**src/design/sbgic_pkg.sv**
```systemverilog
// shared types, constants and helper functions of the seven-bit group codec
package sbgic_pkg;

    localparam int DATA_BITS       = 64;
    localparam int CODE_BITS       = 8;
    localparam int GROUP_BITS      = 7;
    localparam int CFG_BITS        = 7;
    localparam int COUNT_BITS      = 7;
    localparam int TDATA_BITS      = DATA_BITS + CODE_BITS;
    localparam int VALUE_BITS_DEF  = 64;

    localparam logic [CFG_BITS-1:0]   RESULT_BITS_RESET = 7'd64;
    localparam logic [COUNT_BITS-1:0] COUNT_MAX         = 7'd127;

    localparam logic OP_ENCODE = 1'b0;
    localparam logic OP_DECODE = 1'b1;

    localparam logic [CODE_BITS-1:0] HALVING_MASKS [3] = '{8'hF0, 8'hCC, 8'hAA};

    typedef struct packed {
        logic                 valid;
        logic [CODE_BITS-1:0] code;
        logic                 last;
    } enc_out_t;

    typedef struct packed {
        logic                 valid;
        logic [DATA_BITS-1:0] value;
        logic                 overflow;
    } dec_res_t;

    // bit length of a nonzero group by halving search
    function automatic logic [2:0] group_length(input logic [GROUP_BITS-1:0] grp);
        logic [CODE_BITS-1:0] g;
        logic [2:0]           len;
        g   = {1'b0, grp};
        len = 3'd0;
        for (int m = 0; m < 3; m++) begin
            if ((g & HALVING_MASKS[m]) != '0) begin
                g   = g & HALVING_MASKS[m];
                len = len | 3'(4 >> m);
            end else begin
                g   = g & ~HALVING_MASKS[m];
            end
        end
        return len + 3'd1;
    endfunction

endpackage

```
**src/design/sbgic_enc.sv**
```systemverilog
// encoder: shifts the value out one 7-bit group per cycle while take is high, leading zero groups skipped
module sbgic_enc #(
    parameter int VALUE_BITS = sbgic_pkg::VALUE_BITS_DEF
) (
    input  logic                           aclk,
    input  logic                           aresetn,
    input  logic                           load,
    input  logic [sbgic_pkg::DATA_BITS-1:0] value,
    input  logic                           take,
    output sbgic_pkg::enc_out_t            out,
    output logic                           busy
);

    localparam int GB     = sbgic_pkg::GROUP_BITS;
    localparam int NGROUPS = (VALUE_BITS + GB - 1) / GB;
    localparam int SH_W   = NGROUPS * GB;
    localparam int CNT_W  = $clog2(NGROUPS + 1);

    logic [SH_W-1:0]  sh_reg, sh_next;
    logic [CNT_W-1:0] cnt_reg, cnt_next;
    logic             first_reg, first_next;
    logic             busy_reg, busy_next;
    logic [GB-1:0]    top_grp;
    logic             skip;

    always_comb begin
        top_grp    = sh_reg[SH_W-1 -: GB];
        skip       = busy_reg && first_reg && (top_grp == '0) && (cnt_reg > CNT_W'(1));
        out.valid  = busy_reg && !skip;
        out.code   = {~first_reg, top_grp};
        out.last   = (cnt_reg == CNT_W'(1));

        sh_next    = sh_reg;
        cnt_next   = cnt_reg;
        first_next = first_reg;
        busy_next  = busy_reg;
        if (load) begin
            sh_next    = SH_W'(value[VALUE_BITS-1:0]);
            cnt_next   = CNT_W'(NGROUPS);
            first_next = 1'b1;
            busy_next  = 1'b1;
        end else if (skip || (out.valid && take)) begin
            sh_next  = {sh_reg[SH_W-GB-1:0], {GB{1'b0}}};
            cnt_next = cnt_reg - CNT_W'(1);
            if (!skip) begin
                first_next = 1'b0;
                if (out.last) begin
                    busy_next = 1'b0;
                end
            end
        end
    end

    always_ff @(posedge aclk) begin
        if (!aresetn) begin
            busy_reg <= 1'b0;
        end else begin
            busy_reg <= busy_next;
        end
        sh_reg    <= sh_next;
        cnt_reg   <= cnt_next;
        first_reg <= first_next;
    end

    assign busy = busy_reg;

endmodule

```
**src/design/sbgic_dec.sv**
```systemverilog
// decoder: shifts in one 7-bit group per request and tracks significant bits
module sbgic_dec #(
    parameter int VALUE_BITS = sbgic_pkg::VALUE_BITS_DEF
) (
    input  logic                                aclk,
    input  logic                                aresetn,
    input  logic                                take,
    input  logic [sbgic_pkg::GROUP_BITS-1:0]    grp,
    input  logic                                is_last,
    input  logic [sbgic_pkg::CFG_BITS-1:0]      result_bits,
    output sbgic_pkg::dec_res_t                 res
);

    localparam int GB = sbgic_pkg::GROUP_BITS;
    localparam int CB = sbgic_pkg::COUNT_BITS;

    logic [VALUE_BITS-1:0] acc_reg, acc_next, acc_shift, mask;
    logic [CB-1:0]         cnt_reg, cnt_next, cnt_new;
    logic [CB:0]           cnt_sum;
    logic [CB-1:0]         width;

    always_comb begin
        acc_shift = {acc_reg[VALUE_BITS-GB-1:0], grp};
        cnt_sum   = {1'b0, cnt_reg} + (CB+1)'(GB);
        if (cnt_reg == '0) begin
            cnt_new = (grp != '0) ? CB'(sbgic_pkg::group_length(grp)) : '0;
        end else if (cnt_sum > {1'b0, sbgic_pkg::COUNT_MAX}) begin
            cnt_new = sbgic_pkg::COUNT_MAX;
        end else begin
            cnt_new = cnt_sum[CB-1:0];
        end

        priority if (result_bits == '0) begin
            width = CB'(1);
        end else if (result_bits > CB'(VALUE_BITS)) begin
            width = CB'(VALUE_BITS);
        end else begin
            width = result_bits;
        end
        for (int i = 0; i < VALUE_BITS; i++) begin
            mask[i] = (CB'(i) < width);
        end

        res.valid    = take && is_last;
        res.value    = sbgic_pkg::DATA_BITS'(acc_shift & mask);
        res.overflow = (cnt_new > width);

        acc_next = acc_reg;
        cnt_next = cnt_reg;
        if (take) begin
            if (is_last) begin
                acc_next = '0;
                cnt_next = '0;
            end else begin
                acc_next = acc_shift;
                cnt_next = cnt_new;
            end
        end
    end

    always_ff @(posedge aclk) begin
        if (!aresetn) begin
            acc_reg <= '0;
            cnt_reg <= '0;
        end else begin
            acc_reg <= acc_next;
            cnt_reg <= cnt_next;
        end
    end

endmodule

```
**src/design/seven_bit_group_integer_codec_unit.sv**
```systemverilog
// top level of the seven-bit group integer codec
// usage:
//   s_* carries requests: tuser[0] selects encode (0) or decode (1), tdata holds
//   the value to encode in bits 63:0 and the byte to decode in bits 71:64, tlast
//   marks the final byte of an encoded sequence.
//   m_* carries results: tdata holds the code byte in bits 7:0 and the decoded
//   value in bits 71:8, tuser[0] is the overflow flag, tlast ends each run.
//   cfg_we/cfg_wdata set the decode result width (0 acts as 1, above VALUE_BITS
//   acts as VALUE_BITS); write it only while idle.
// timing:
//   decode takes one byte per cycle while s_tready is high; the result of a final
//   byte shows on m_* the cycle after its request.
//   encode occupies the encoder from the cycle after the request: it first skips
//   the leading zero groups, then sends one byte per cycle while the output
//   register is free; each code byte is registered in the output register before
//   it shows on m_*.
//   a new request is taken once the encoder is done and the output register is free.
// reset clears the decode state and the output valid flag and sets the width to 64.
// when m_tvalid is high and m_tready is low the output register holds and s_tready drops.
module seven_bit_group_integer_codec_unit #(
    parameter int VALUE_BITS = sbgic_pkg::VALUE_BITS_DEF
) (
    input  logic                                 aclk,
    input  logic                                 aresetn,
    input  logic                                 cfg_we,
    input  logic [sbgic_pkg::CFG_BITS-1:0]       cfg_wdata,   // result_bits
    input  logic                                 s_tvalid,
    output logic                                 s_tready,
    input  logic [sbgic_pkg::TDATA_BITS-1:0]     s_tdata,     // value_in, byte_in
    input  logic                                 s_tlast,
    input  logic [0:0]                           s_tuser,     // opcode
    output logic                                 m_tvalid,
    input  logic                                 m_tready,
    output logic [sbgic_pkg::TDATA_BITS-1:0]     m_tdata,     // code_byte, value_out
    output logic                                 m_tlast,
    output logic [0:0]                           m_tuser      // overflow
);

    localparam int DB = sbgic_pkg::DATA_BITS;
    localparam int CW = sbgic_pkg::CODE_BITS;

    logic [sbgic_pkg::CFG_BITS-1:0]   result_bits_reg;
    logic                             m_tvalid_reg, m_tvalid_next;
    logic [sbgic_pkg::TDATA_BITS-1:0] m_tdata_reg, m_tdata_next;
    logic                             m_tlast_reg, m_tlast_next;
    logic                             m_tuser_reg, m_tuser_next;

    logic                 out_free;
    logic                 s_accept;
    logic                 enc_load;
    logic                 dec_take;
    logic                 enc_busy;
    sbgic_pkg::enc_out_t  enc_out;
    sbgic_pkg::dec_res_t  dec_res;

    assign out_free = !m_tvalid_reg || m_tready;
    assign s_tready = !enc_busy && out_free;
    assign s_accept = s_tvalid && s_tready;
    assign enc_load = s_accept && (s_tuser[0] == sbgic_pkg::OP_ENCODE);
    assign dec_take = s_accept && (s_tuser[0] == sbgic_pkg::OP_DECODE);

    sbgic_enc #(
        .VALUE_BITS(VALUE_BITS)
    ) u_enc (
        .aclk    (aclk),
        .aresetn (aresetn),
        .load    (enc_load),
        .value   (s_tdata[DB-1:0]),
        .take    (out_free),
        .out     (enc_out),
        .busy    (enc_busy)
    );

    sbgic_dec #(
        .VALUE_BITS(VALUE_BITS)
    ) u_dec (
        .aclk        (aclk),
        .aresetn     (aresetn),
        .take        (dec_take),
        .grp         (s_tdata[DB +: sbgic_pkg::GROUP_BITS]),
        .is_last     (s_tlast),
        .result_bits (result_bits_reg),
        .res         (dec_res)
    );

    always_comb begin
        m_tvalid_next = m_tvalid_reg;
        m_tdata_next  = m_tdata_reg;
        m_tlast_next  = m_tlast_reg;
        m_tuser_next  = m_tuser_reg;
        priority if (dec_res.valid) begin
            m_tvalid_next = 1'b1;
            m_tdata_next  = {dec_res.value, {CW{1'b0}}};
            m_tlast_next  = 1'b1;
            m_tuser_next  = dec_res.overflow;
        end else if (enc_out.valid && out_free) begin
            m_tvalid_next = 1'b1;
            m_tdata_next  = {{DB{1'b0}}, enc_out.code};
            m_tlast_next  = enc_out.last;
            m_tuser_next  = 1'b0;
        end else if (m_tready) begin
            m_tvalid_next = 1'b0;
        end
    end

    always_ff @(posedge aclk) begin
        if (!aresetn) begin
            result_bits_reg <= sbgic_pkg::RESULT_BITS_RESET;
            m_tvalid_reg    <= 1'b0;
        end else begin
            if (cfg_we) begin
                result_bits_reg <= cfg_wdata;
            end
            m_tvalid_reg <= m_tvalid_next;
        end
        m_tdata_reg <= m_tdata_next;
        m_tlast_reg <= m_tlast_next;
        m_tuser_reg <= m_tuser_next;
    end

    assign m_tvalid   = m_tvalid_reg;
    assign m_tdata    = m_tdata_reg;
    assign m_tlast    = m_tlast_reg;
    assign m_tuser[0] = m_tuser_reg;

endmodule

```
**config.mk**
```make
export PLATFORM = sky130hd
export DESIGN_NAME = seven_bit_group_integer_codec_unit
export DESIGN_NICKNAME = d
export VERILOG_FILES = /design/src/design/sbgic_pkg.sv /design/src/design/sbgic_enc.sv /design/src/design/sbgic_dec.sv /design/src/design/seven_bit_group_integer_codec_unit.sv
export SDC_FILE = /design/constraint.sdc
export NUM_CORES = 1
export LEC_CHECK = 0
export BUFFER_PORTS_ARGS = -buffer_cell sky130_fd_sc_hd__buf_2
export CAP_MARGIN = 40
export CELL_PAD_IN_SITES_DETAIL_PLACEMENT = 0
export CELL_PAD_IN_SITES_GLOBAL_PLACEMENT = 1
export CORE_MARGIN = 1.5
export CORE_UTILIZATION = 43
export CTS_BUF_LIST = sky130_fd_sc_hd__clkbuf_16
export DETAILED_ROUTE_END_ITERATION = 10
export HOLD_SLACK_MARGIN = 0.02
export PLACE_DENSITY = 0.76
export REMOVE_ABC_BUFFERS = 1
export SLEW_MARGIN = 20
export SYNTH_ARGS = -nofsm -noshare
export SYNTH_HDL_FRONTEND = slang
export SYNTH_SLANG_ARGS = --single-unit
```
**constraint.sdc**
```tcl
create_clock -name aclk -period 3.8 [get_ports aclk]
set_input_delay 0 -clock aclk [delete_from_list [all_inputs] [get_ports aclk]]
set_output_delay 0 -clock aclk [all_outputs]
set_load 0.02 [all_outputs]
```
==> summary.txt, run 1 <==
Run status
  – Status: completed

Clock tree
  – CTS sink cnt: 222
  – Clock Path Buffers: 3
  – H-tree Lvls: 1
  – CTS root buffer: clkbuf_16
  – Post-CTS resize count: 0
  – CTS tree: done
  – Clock transition at the registers of the reported paths: 0.06 ns
  – Num CTS Buffers: 24
  – Worst skew pair latency: a little over 0.5 ns

Final layout
  – Layout area overhead: 28.60%
  – Ant diodes: 0
  – Max reg flops: between 70 and 80
  – Nets: roughly 1300
  – Share of cells above drive strength 1: a little under a fifth

Worst setup path
  – CP peak stage delay: roughly 0.54 ns
  – FF-to-FF End: m_tuser
  – Crit path launch type: flop
  – R2r startpoint: u_dec.cnt_reg[6]
  – Crit path DAT: slightly above 3 ns
  – Crit. End Element: flop
  – Critical-path maximum fanout: 7
  – Slowest stage cell, crit path: or4_4
  – Reg-to-reg slack, setup: between 0.9 and 1 ns
  – Worst EP required: ~4.1 ns
  – Reg2Reg Depth: 9
  – Critical-path cell list: or4_4 > or3_1 > nor4_1 > nor2_1 > ha_1 > nor2b_1 > o21a_1 > o21ai_0 > a221oi_1
  – Worst Setup Path Type: flop to flop

Detailed routing
  – First-pass DRT Iterations: 5
  – Initial DRC count: around 540
  – # DRC: 0
  – Vias after detailed routing: a little under 8000
  – DRT antenna net count: 0
  – Drt total wl: between 20 and 25 mm
  – Vias/cell: around 5.2
  – Mean routed wirelength per cell: approximately 16 um

Synth
  – Synth area leaders: edfxtp_1 41%, dfxtp_1 20%, nand2_1 10%, a21oi_1 4.0%, nand3b_1 4.0%
  – Dominant cell type by area after synthesis: edfxtp_1
  – Largest family of logic cells by synthesized area: simple AND/OR/NAND/NOR gates
  – Share of flip-flops with an asynchronous set or reset: 0%
  – Synth Flop Type: edfxtp_1
  – Cell area after synthesis: ~0.0095 mm^2
  – Number of synthesis warnings: 0
  – Top post-synthesis cells by count: 259 x nand2_1, 129 x edfxtp_1, 93 x dfxtp_1
  – Compound-gate portion of the synthesized area: between 10 and 15%
  – Post-synthesis xor/xnor area fraction: 0.1850%
  – Top-area cell type share of the netlist area: about two fifths
  – Distinct cell type count of the synthesized netlist: 54
  – Post-synthesis adder-cell area fraction: between 1 and 1.5%
  – Post-synth EDFFs: about 130
  – Mux share of post-synthesis cell area: under 10%
  – Post-Synth Simple-Gate Area: roughly 22%
  – Sequential element share of the synthesized area: approximately three fifths
  – Syn_area_per_cell: a little under 10 um^2
  – Seq cells post-synth: 222
  – Mapped Cells: around 1000
  – Cell with the most instances after synthesis: nand2_1

Die
  – Core Region: roughly 0.022 mm^2
  – Die ar.: 0.02292 mm^2
  – Starting Density: a little over two fifths
  – Chip height: 151.4 um
  – Ports: about 160
  – Die Span X: approximately 150 um
  – # rows: 54

STA
  – Final period util: between 70% and 80%
  – Max Slew Vio Count: 0
  – Clk_skew: 0.01019 ns
  – # setup viols final: 0
  – FMAX: around 0.35 GHz
  – TNS Setup: 0 ns
  – RSZ-0062 raised after global routing: no
  – Final hold vios: 0
  – Fin crit period: 2.842 ns
  – Normalized max-slew margin: between 40% and 50%
  – Worst slew pin tran: just under 0.8 ns
  – Hold WS: just under 0.08 ns

Power and ir drop
  – Clock share of power: between 30% and 40%
  – Flop pwr share: around half
  – Sw Pwr: about 1500 uW
  – Pleak: about 0.0048 uW
  – Cell area power density: roughly 480 mW/mm^2
  – Overall power: 5854 uW
  – Internal Power: between 4000 and 5000 uW
  – Logic pwr share: between 10% and 20%
  – Maximum vdd drop: ~310 uV
  – Net Sw Frac: 26.34%

Hold path
  – Hold Path Sink: m_tdata[1]
  – Hold_sp: s_tvalid
  – Hold Path Cell Cnt: 4
  – HP Class: primary input to flop

Placed design
  – Port bufs: 160
  – Placer Congestion: between 0.8 and 0.9
  – Detailed Place HPWL: roughly 15 mm

Run
  – MaxCap Viol Count: 0

Global route
  – Global route total overflow: 0
  – First-pass GRT wire length: roughly 38 mm
  – Antenna violations before repair: 0
  – Vias in the first global route: between 7000 and 8000
  – GRT Util Overall: a little over a fifth
  – Largest net degree at the start of global routing: between 70 and 80
==> stage by stage <==
| stage | instance area [um^2] | utilization (%) | std cells | setup WS (ns) |
|---|---|---|---|---|
| floorplan | 9244 | - | 916 | -0.7918 |
| global placement | 10540 | 48.59 | 1369 | 1.047 |
| detailed placement | 10550 | 48.65 | 1371 | 0.9727 |
| CTS | 12170 | 56.12 | 1505 | 0.9749 |
| global route | 12180 | 56.16 | 1506 | 0.7119 |
| finish | 12180 | 56.16 | 1506 | 0.9576 |
==> critical path, delay by kind of cell, from the launching register on <==
| family | cells | cell delay [ns] |
|---|---|---|
| AOI/OAI and AO/OA | 3 | 0.39 |
| and+or+nand+nor | 5 | 1.56 |
| adders and majority gates | 1 | 0.29 |
| DFF | 1 | 0.35 |
==> layout by cell type, fill, tap and decap left out, drive strengths merged, types with 12 or more instances in the layout <==
cell type and n:
o21ai 71, inv 26, or3 12, nand3 20
nand2 259, clkbuf 25, buf 176, a21oi 75
dlygate4sd3 90, nor2 79, nand3b 50, edfxtp 129
dfxtp 93
==> how the worst max path moves through the flow <==
stage	startpoint	end	depth (start not counted)	slack, ns
after floorplan	m_tvalid	u_enc.sh_reg[0]	3	-0.79
after global placement	u_dec.cnt_reg[6]	m_tuser	9	1.05
after detailed placement	u_dec.cnt_reg[6]	m_tuser	9	0.97
after CTS	u_dec.cnt_reg[6]	m_tuser	9	0.97
after global routing	u_dec.cnt_reg[6]	m_tuser	9	0.71
final	u_dec.cnt_reg[6]	m_tuser	9	0.96
==> layer usage <==
metal,track usage [%],part of all wire [%],wire (um)
met1,29.71,45,10980
met2,34.02,47,11320
met3,2.741,5.9,1421
met4,5.922,2.1,497
met5,0,0,0
==> kinds of logic after synthesis <==
family	after synthesis
AOI/OAI and AO/OA	183
and+or+nand+nor	468
DFF	222
muxes	11
buffers and inverters	75
adders and majority gates	11
xor gates and xnor gates	2
==> power by group through the flow <==
stage	Clock, uW	Sequential [uW]	Combinational, uW
6_report	2120	2910	826
3_3_place_gp	0	2950	741
2_1_floorplan	0	3050	371
5_1_grt	2270	2930	921
4_1_cts	2170	2910	830
3_5_place_dp	0	2960	755
==> repair_timing <==
action,4_1_cts,5_1_grt
hold buffers,90,0
buffers inserted,0,0
endpoints found under the hold margin,98,0
==> cell type report <==
cell class              instances  area (um^2)
clock buffers                  25        625.6
clock inverters                19        93.84
fillers                      1919         9509
inverters                      19        71.32
multi-input cells             675         3458
flip-flops and latches        222         5736
well taps                     280        350.3
repair buffers                266         1844
(Power assumes the default switching activity.)
==> inputs of run 2 (changes only) <==
- clock period: 3.8 -> 2.9 ns (I/O delays scaled with it)
==> summary.txt, run 2 (synthesis results as in run 1) <==
Worst setup path
  – Crit. End Element: flop
  – R2r startpoint: u_dec.cnt_reg[6]
  – Worst EP required: 3.15 ns
  – Critical-path maximum fanout: 6
  – Slowest stage cell, crit path: or4_4
  – Reg2Reg Depth: 9
  – Worst Setup Path Type: flop to flop
  – CP peak stage delay: 0.55 ns
  – CP bufs+invs: 0
  – Reg-to-reg slack, setup: approximately 0.26 ns
  – FF-to-FF End: m_tuser
  – Crit path DAT: just under 3 ns
  – Top Family by Delay on Critical Path: simple AND/OR/NAND/NOR gates
  – Critical-path cell list: or4_4 > or3_1 > nor4_2 > nor2_1 > ha_1 > nor2b_1 > o21a_1 > o21ai_0 > a221oi_1
  – Crit path launch type: flop

Clock tree
  – CTS root buffer: clkbuf_16
  – Clock Path Buffers: 3
  – CTS sink cnt: about 220
  – H-tree Lvls: 1
  – CTS tree: done
  – Clock transition at the registers of the reported paths: approximately 0.060 ns
  – Num CTS Buffers: 24
  – Post-CTS Setup Bufs: 0
  – Worst skew pair latency: approximately 0.5 ns

Die
  – Die Span X: roughly 150 um
  – Die ar.: roughly 0.023 mm^2
  – Ports: ~160
  – Starting Density: a little over two fifths
  – # rows: 54
  – Core Region: between 0.02 and 0.025 mm^2
  – Chip height: about 150 um

STA
  – Hold WS: 0.1010 ns
  – Final hold vios: 0
  – FMAX: between 0.3 and 0.4 GHz
  – Max Slew Vio Count: 0
  – Worst slew pin tran: approximately 0.86 ns
  – Final period util: roughly 90%
  – Clk_skew: just under 0.009 ns
  – RSZ-0062 raised after global routing: no
  – Normalized max-slew margin: between 40% and 50%
  – # setup viols final: 0
  – Fin crit period: between 2 and 3 ns

Placed design
  – Post-Place Cells: 1377
  – Port bufs: between 150 and 200
  – Placer Congestion: between 0.8 and 0.9
  – DP Area: between 0.01 and 0.015 mm^2
  – Detailed Place HPWL: about 15 mm

Detailed routing
  – Drt total wl: 24.03 mm
  – First-pass DRT Iterations: 7
  – Initial DRC count: 432
  – DRT antenna net count: 0
  – Vias/cell: 5.098
  – # DRC: 0
  – Vias after detailed routing: slightly below 8000
  – Mean routed wirelength per cell: approximately 16 um

Hold path
  – Hold_sp: s_tuser
  – Hold Path Sink: u_dec.cnt_reg[2]
  – Hold Path Cell Cnt: 4
  – HP Class: primary input to flop

Global route
  – GRT Util Overall: a little over a fifth
  – Vias in the first global route: roughly 7400
  – Largest net degree at the start of global routing: 74
  – First-pass GRT wire length: between 30 and 40 mm
  – Antenna violations before repair: 0
  – Global route total overflow: 0

Power and ir drop
  – Pleak: between 0.004 and 0.005 uW
  – Sw Pwr: about 2000 uW
  – Internal Power: 5706 uW
  – Maximum vdd drop: ~440 uV
  – Flop pwr share: around half
  – Cell area power density: between 600 and 700 mW/mm^2
  – Clock share of power: between 30% and 40%
  – Logic pwr share: between 10% and 20%
  – Net Sw Frac: between 20 and 30%

Final layout
  – Layout area overhead: 29.90%
  – Nets: ~1300
  – Final cell count without fillers: roughly 1500
  – Most frequent cells in the layout: 257 x nand2_1, 161 x buf_2, 129 x edfxtp_1
  – Most common cell after layout, fill and taps aside: nand2_1
  – Max reg flops: between 70 and 80
  – Ant diodes: 0
  – Share of cells above drive strength 1: a little under a fifth
  – Final Cell Area: 0.01230 mm^2

Run
  – MaxCap Viol Count: 0

Run status
  – Status: completed
run 2: timing repair:
item,CTS,global route
hold buffers,95,0
endpoints found under the hold margin,96,0
gates resized for setup,0,1
endpoints found under the setup margin,0,1
run 2: worst max-delay path by stage:
stage	endpoint	slack, ns	startpoint	depth (start not counted)
after detailed placement	m_tuser	0.17	u_dec.cnt_reg[6]	9
final	m_tuser	0.26	u_dec.cnt_reg[6]	9
after global placement	m_tuser	0.23	u_dec.cnt_reg[6]	9
after global routing	m_tuser	0.09	u_dec.cnt_reg[6]	9
after floorplan	u_enc.sh_reg[0]	-1.69	m_tvalid	3
after CTS	m_tuser	0.15	u_dec.cnt_reg[6]	9
run 2: per-stage QoR:
step	TNS (ns)	worst slack (ns)	utilization [%]	power, uW
finish	0	0.2619	56.72	7688
global route	0	0.08501	56.72	8032
CTS	0	0.1475	56.69	7764
detailed placement	0	0.1671	48.97	4877
global placement	0	0.2301	48.95	4852
floorplan	-203.96	-1.692	-	4483
run 2: worst min-delay path: cells and delay by family:
family	cells	cell delay [ns]
buffers and inverters	1	0.14
and+or+nand+nor	2	0.32
AOI/OAI and AO/OA	1	0.09
run 2: power by group through the flow:
stage	sequential, uW	clock, uW	combinational [uW]
after global placement	3870	0	986
after global routing	3840	2970	1220
after CTS	3810	2850	1110
final	3810	2780	1100
after detailed placement	3880	0	1000
after floorplan	4000	0	486
run 2: metal layers:
metal / vias to the layer above / track usage (%) / wire (um)
li1: 3865 / - / -
met1: 3609 / 28.42 / 10970
met2: 216 / 34.20 / 11100
met3: 39 / 3.765 / 1474
met4: 0 / 5.922 / 487
met5: - / 0 / 0
run 2: area by class of cell:
type / instances / area (um^2)
multi-input cells: 675 / 3465
clock inverters: 18 / 72.57
repair buffers: 276 / 1957
flip-flops and latches: 222 / 5736
clock buffers: 26 / 650.6
fillers: 1927 / 9387
well taps: 280 / 350.3
inverters: 19 / 71.32
